<file path="src/design/inb_pkg.sv">
`default_nettype none

package inb_pkg;

  // Sample format
  localparam int unsigned SAMPLE_BITS = 16;
  localparam int unsigned MAG_W       = SAMPLE_BITS;  // peak magnitude reaches 2^(SAMPLE_BITS-1)

  // Ring and gate sizes
  localparam int unsigned MAG_DEPTH   = 32768;
  localparam int unsigned DELAY_DEPTH = 8192;
  localparam int unsigned GATE_MAX    = 4096;

  localparam int unsigned MAG_AW = $clog2(MAG_DEPTH);
  localparam int unsigned DLY_AW = $clog2(DELAY_DEPTH);
  localparam int unsigned CNT_W  = $clog2(GATE_MAX + 1);

  // Register widths
  localparam int unsigned GATE_LEN_W  = 13;
  localparam int unsigned DELAY_LEN_W = 12;
  localparam int unsigned MAG_LEN_W   = 15;
  localparam int unsigned RATIO_W     = 23;
  localparam int unsigned CFG_DATA_W  = 23;
  localparam int unsigned CFG_IDX_W   = 2;

  // Datapath widths
  localparam int unsigned SMP_W  = 2 * SAMPLE_BITS;
  localparam int unsigned SUM_W  = MAG_AW + MAG_W;
  localparam int unsigned FRAC_W = 8;                 // ratio is Q15.8
  localparam int unsigned PROD_W = MAG_W + RATIO_W;
  localparam int unsigned CMP_W  = (PROD_W > SUM_W + FRAC_W) ? PROD_W : SUM_W + FRAC_W;

  // Configuration register indexes
  typedef enum logic [CFG_IDX_W-1:0] {
    CFG_GATE_LEN  = 2'd0,
    CFG_DELAY_LEN = 2'd1,
    CFG_MAG_LEN   = 2'd2,
    CFG_RATIO     = 2'd3
  } cfg_idx_e;

  // Item leaving the ring update stage toward the gate
  typedef struct packed {
    logic [PROD_W-1:0]      prod;
    logic [SUM_W-1:0]       sum;
    logic [SAMPLE_BITS-1:0] re;
    logic [SAMPLE_BITS-1:0] im;
  } inb_s2_t;

endpackage

`default_nettype wire

</file>
<file path="src/design/inb_gate.sv">
`default_nettype none

module inb_gate import inb_pkg::*; (
  input  wire logic                    clk_i,
  input  wire logic                    rst_ni,
  input  wire logic                    adv_i,
  input  wire logic                    s2_vld_i,
  input  wire inb_s2_t                 s2_i,
  input  wire logic [GATE_LEN_W-1:0]   gate_len_i,
  output logic                         out_vld_o,
  output logic signed [SAMPLE_BITS-1:0] out_re_o,
  output logic signed [SAMPLE_BITS-1:0] out_im_o,
  output logic                         blanked_o
);

  logic [CNT_W-1:0] glen, cnt_q, cnt_cur, cnt_d;
  logic             hit, blank;
  logic             out_vld_q, blanked_q;
  logic [SAMPLE_BITS-1:0] out_re_q, out_im_q;

  // Threshold: mag * ratio > sum * 256, exact
  assign glen    = (gate_len_i > GATE_LEN_W'(GATE_MAX)) ? CNT_W'(GATE_MAX)
                                                         : CNT_W'(gate_len_i);
  assign hit     = CMP_W'(s2_i.prod) > CMP_W'({s2_i.sum, FRAC_W'(0)});
  assign cnt_cur = hit ? glen : cnt_q;
  assign blank   = cnt_cur != '0;
  assign cnt_d   = blank ? cnt_cur - 1'b1 : cnt_cur;

  // Blank counter and output valid
  always_ff @(posedge clk_i or negedge rst_ni) begin
    if (!rst_ni) begin
      cnt_q     <= '0;
      out_vld_q <= 1'b0;
    end else if (adv_i) begin
      out_vld_q <= s2_vld_i;
      if (s2_vld_i) begin
        cnt_q <= cnt_d;
      end
    end
  end

  // Output register
  always_ff @(posedge clk_i) begin
    if (adv_i && s2_vld_i) begin
      out_re_q  <= blank ? '0 : s2_i.re;
      out_im_q  <= blank ? '0 : s2_i.im;
      blanked_q <= blank;
    end
  end

  assign out_vld_o = out_vld_q;
  assign out_re_o  = out_re_q;
  assign out_im_o  = out_im_q;
  assign blanked_o = blanked_q;

endmodule

`default_nettype wire

</file>
<file path="config.mk">
export PLATFORM = sky130hd
export DESIGN_NAME = inb_gate
export DESIGN_NICKNAME = d
export VERILOG_FILES = /design/src/design/inb_pkg.sv /design/src/design/inb_gate.sv
export SDC_FILE = /design/constraint.sdc
export NUM_CORES = 1
export LEC_CHECK = 0
export ABC_AREA = 1
export ABC_CLOCK_PERIOD_IN_PS = 5000
export BUFFER_PORTS_ARGS = -buffer_cell sky130_fd_sc_hd__buf_4
export CAP_MARGIN = 20
export CORE_AREA = 2 2 85 87
export CTS_CLUSTER_DIAMETER = 50
export CTS_CLUSTER_SIZE = 20
export DETAILED_ROUTE_END_ITERATION = 16
export DIE_AREA = 0 0 87 89
export GPL_TIMING_DRIVEN = 0
export PLACE_DENSITY = 0.85
export SETUP_SLACK_MARGIN = 0.02
export SLEW_MARGIN = 5
export SYNTH_ARGS = -nofsm -noshare
export SYNTH_HDL_FRONTEND = slang
export SYNTH_SLANG_ARGS = --single-unit
</file>
<file path="constraint.sdc">
create_clock -name clk_i -period 5 [get_ports clk_i]
set_input_delay 1 -clock clk_i [delete_from_list [all_inputs] [get_ports clk_i]]
set_output_delay 1 -clock clk_i [all_outputs]
set_load 0.02 [all_outputs]
</file>
==> metrics <==
Crit Path Category input port to flop; sequential power share 40.7%; Final setup viols 0; clock slew at reported path FFs 0.09 ns; Design Power 1.16 mW; I/O Pins 153; Setup crit end kind flop; Max Fclk 0.291 GHz; post-CTS setup buffers 0; Util after Layout 71.9%; Pwr Density 239 mW/mm^2; Pint 0.781 mW; Clk pwr share 23.9%; Comb power frac 35.3%; clk root buf clkbuf_8; GRT overflow 0; Mapped Cells 446; H-tree Lvls 2; Hold Path Class flop to flop; DRC errors left 0; via count 3382; post-DP HPWL 7040 um; IO Port Bufs 152; Worst Setup Start Kind input port; initial antenna violation count 0; Syn-to-layout area delta 40.0%; Starting Density 51.3%; Syn Nets 597; Antenna diodes 0; Rel. slew slack 61.8%; setup TNS 0 ns; cell row count 30; Crit path required time 5.24 ns; WP data arrival 3.68 ns; total of max-cap violations 0; worst slew pin tran 0.573 ns; DRT Wirelength 8230 um; Total Routing Usage GR 21.7%; share of cells above drive strength 1 32.8%; wire length of the first global-routing pass 13700 um; status complete, no violations; CTS tree built; die span in y 89 um; Synth warnings 0; core area 0.00672 mm^2; pin count of the biggest net entering global routing 23; width of the die 87 um; drt pass-1 iters 4; initial drt markers 76; Min Clock Period, post-route 3.43 ns; Sw Ratio 32.4%; final cycle utilization of the critical path 68.7%; static leakage 2.69 nW; critical-path maximum fanout 9; clk buf depth 2; post-synthesis sequential area ratio 38.9%; Vias/cell 4.92; distinct cell type count after synthesis 33; Final Hold Fails 0; VDD IR max 0.128 mV; DR WL/cell 12.0 um; Post-Syn Area 0.00345 mm^2; Syn Area/Cell 7.73 um^2; Clock Latency Late Sink 0.30 ns; Psw 0.375 mW; Post-CTS Resized 0; cts hold-fix bufs 0; fin nets 757; number of global-route vias before repair 3373; CTS buffer count 5; Clock Skew 0.00729 ns; RSZ-0062 raised after global routing no; Final Wtd Congestion 0.912; clk sink count 47; antenna-violating nets left 0; Seq cells post-synth 47; die area 0.00774 mm^2; Slew Limit Fails 0; # fillers 546
-- sequential cells by signal, indices dropped and copies added (netlist names) --
| name | count |
|---|---|
| out_re_o | 16 |
| out_im_o | 16 |
| cnt_q | 13 |
| blanked_o | 1 |
| out_vld_o | 1 |
-- critical path, cell delays in order --
cell	delay, ns
buf_4	0.07
inv_1	0.05
ha_1	0.30
nand2_1	0.08
nor2_1	0.16
nand4_1	0.15
nor3_1	0.15
nand2_1	0.08
nand2_2	0.09
nand2_4	0.09
o21ai_1	0.37
inv_1	0.19
ha_1	0.28
nand2_1	0.09
nor2_1	0.06
nand2_1	0.12
xor2_1	0.19
nand3_2	0.08
nand2_1	0.07
-- path summary, 6_finish.rpt --
kind,startpoint,end,slack [ns],cells past startpoint
worst max-delay path,s2_i[54],cnt_q[8],1.57,19
worst min-delay path,cnt_q[12],cnt_q[12],0.50,2
worst max register to register,cnt_q[0],cnt_q[10],3.19,11
worst min register to register,cnt_q[12],cnt_q[12],0.50,2
max in group asynchronous,rst_ni,cnt_q[2],4.30,1
min in group asynchronous,rst_ni,cnt_q[8],0.53,1
-- layout make-up --
type	instances	area, um^2	share of cell area [%]
Buffer	8	81.3	1.68
Clock buffer	5	68.8	1.42
Timing Repair Buffer	153	1170	24.2
Tap cell	80	100	2.07
Sequential cell	47	1340	27.8
Clock inverter	3	42.5	0.881
Multi-Input combinational cell	291	1650	34.2
Inverter	100	378	7.82
-- synthesized netlist by cell type --
master	number	share of area (%)
nor2_8	1	0.58
inv_1	97	11
nand4_1	5	0.91
clkinv_1	1	0.11
nor2_2	2	0.36
nand2_1	113	12
o21ai_1	6	0.87
nand3_1	23	3.3
xnor2_1	1	0.25
edfxtp_1	33	29
inv_4	1	0.18
o21ai_0	5	0.73
buf_2	1	0.14
nand3_2	9	2.6
ha_1	32	12
nor4_1	3	0.54
a21o_1	2	0.44
dfrtp_1	14	10
a21boi_0	1	0.22
nand2_4	2	0.65
xor2_1	3	0.76
nor2_4	4	1.3
nor3_1	3	0.44
o21bai_1	2	0.44
nand2_2	10	1.8
o21ai_2	1	0.25
inv_2	1	0.11
buf_8	1	0.44
nor2_1	51	5.5
a21oi_1	10	1.5
clkbuf_1	1	0.11
nand3b_1	2	0.44
buf_6	5	1.6
-- stage by stage --
step	worst slack, ns	cells	hold slack [ns]	cell area [um^2]
floorplan	1.66	446	0.449	3450
global placement	1.30	678	0.464	4690
detailed placement	1.28	679	0.484	4720
CTS	1.59	687	0.509	4830
global route	1.36	687	0.526	4830
finish	1.57	687	0.502	4830
-- metal layers --
layer	global-route usage [%]	routed length, um	up-vias
met5	0	0	-
met4	8.38	189	0
met3	3.51	616	18
met2	42.5	4290	143
met1	23.1	3140	1520
li1	-	-	1701
-- cell usage in the layout (no fill, tap or decap), types with 4 or more instances in the layout --
cell	instances
clkbuf_8	5
buf_4	152
nand2_2	10
nand2_1	113
inv_1	97
nand3_2	9
nor2_1	51
o21ai_1	6
nand3_1	23
nor2_4	4
ha_1	32
dfrtp_1	14
a21oi_1	10
o21ai_0	5
nand4_1	5
edfxtp_1	33
buf_6	5
-- logic make-up after synthesis --
group           Yosys count  synth area share, %
compound gates           27                 4.39
xor+xnor                  4                 1.02
fa+ha+maj                32                 11.6
buf+inv                 108                 13.3
flops                    47                 38.9
simple gates            228                 30.8
-- power by group through the flow --
stage                     combinational [mW]  sequential (mW)  clock, mW
after floorplan                        0.251            0.486          0
after global placement                 0.388            0.478          0
after detailed placement               0.408            0.478          0
after CTS                              0.408            0.472      0.281
after global routing                   0.460            0.476      0.298
final                                  0.408            0.471      0.277
Note: power is estimated with default switching activity, not from simulation.
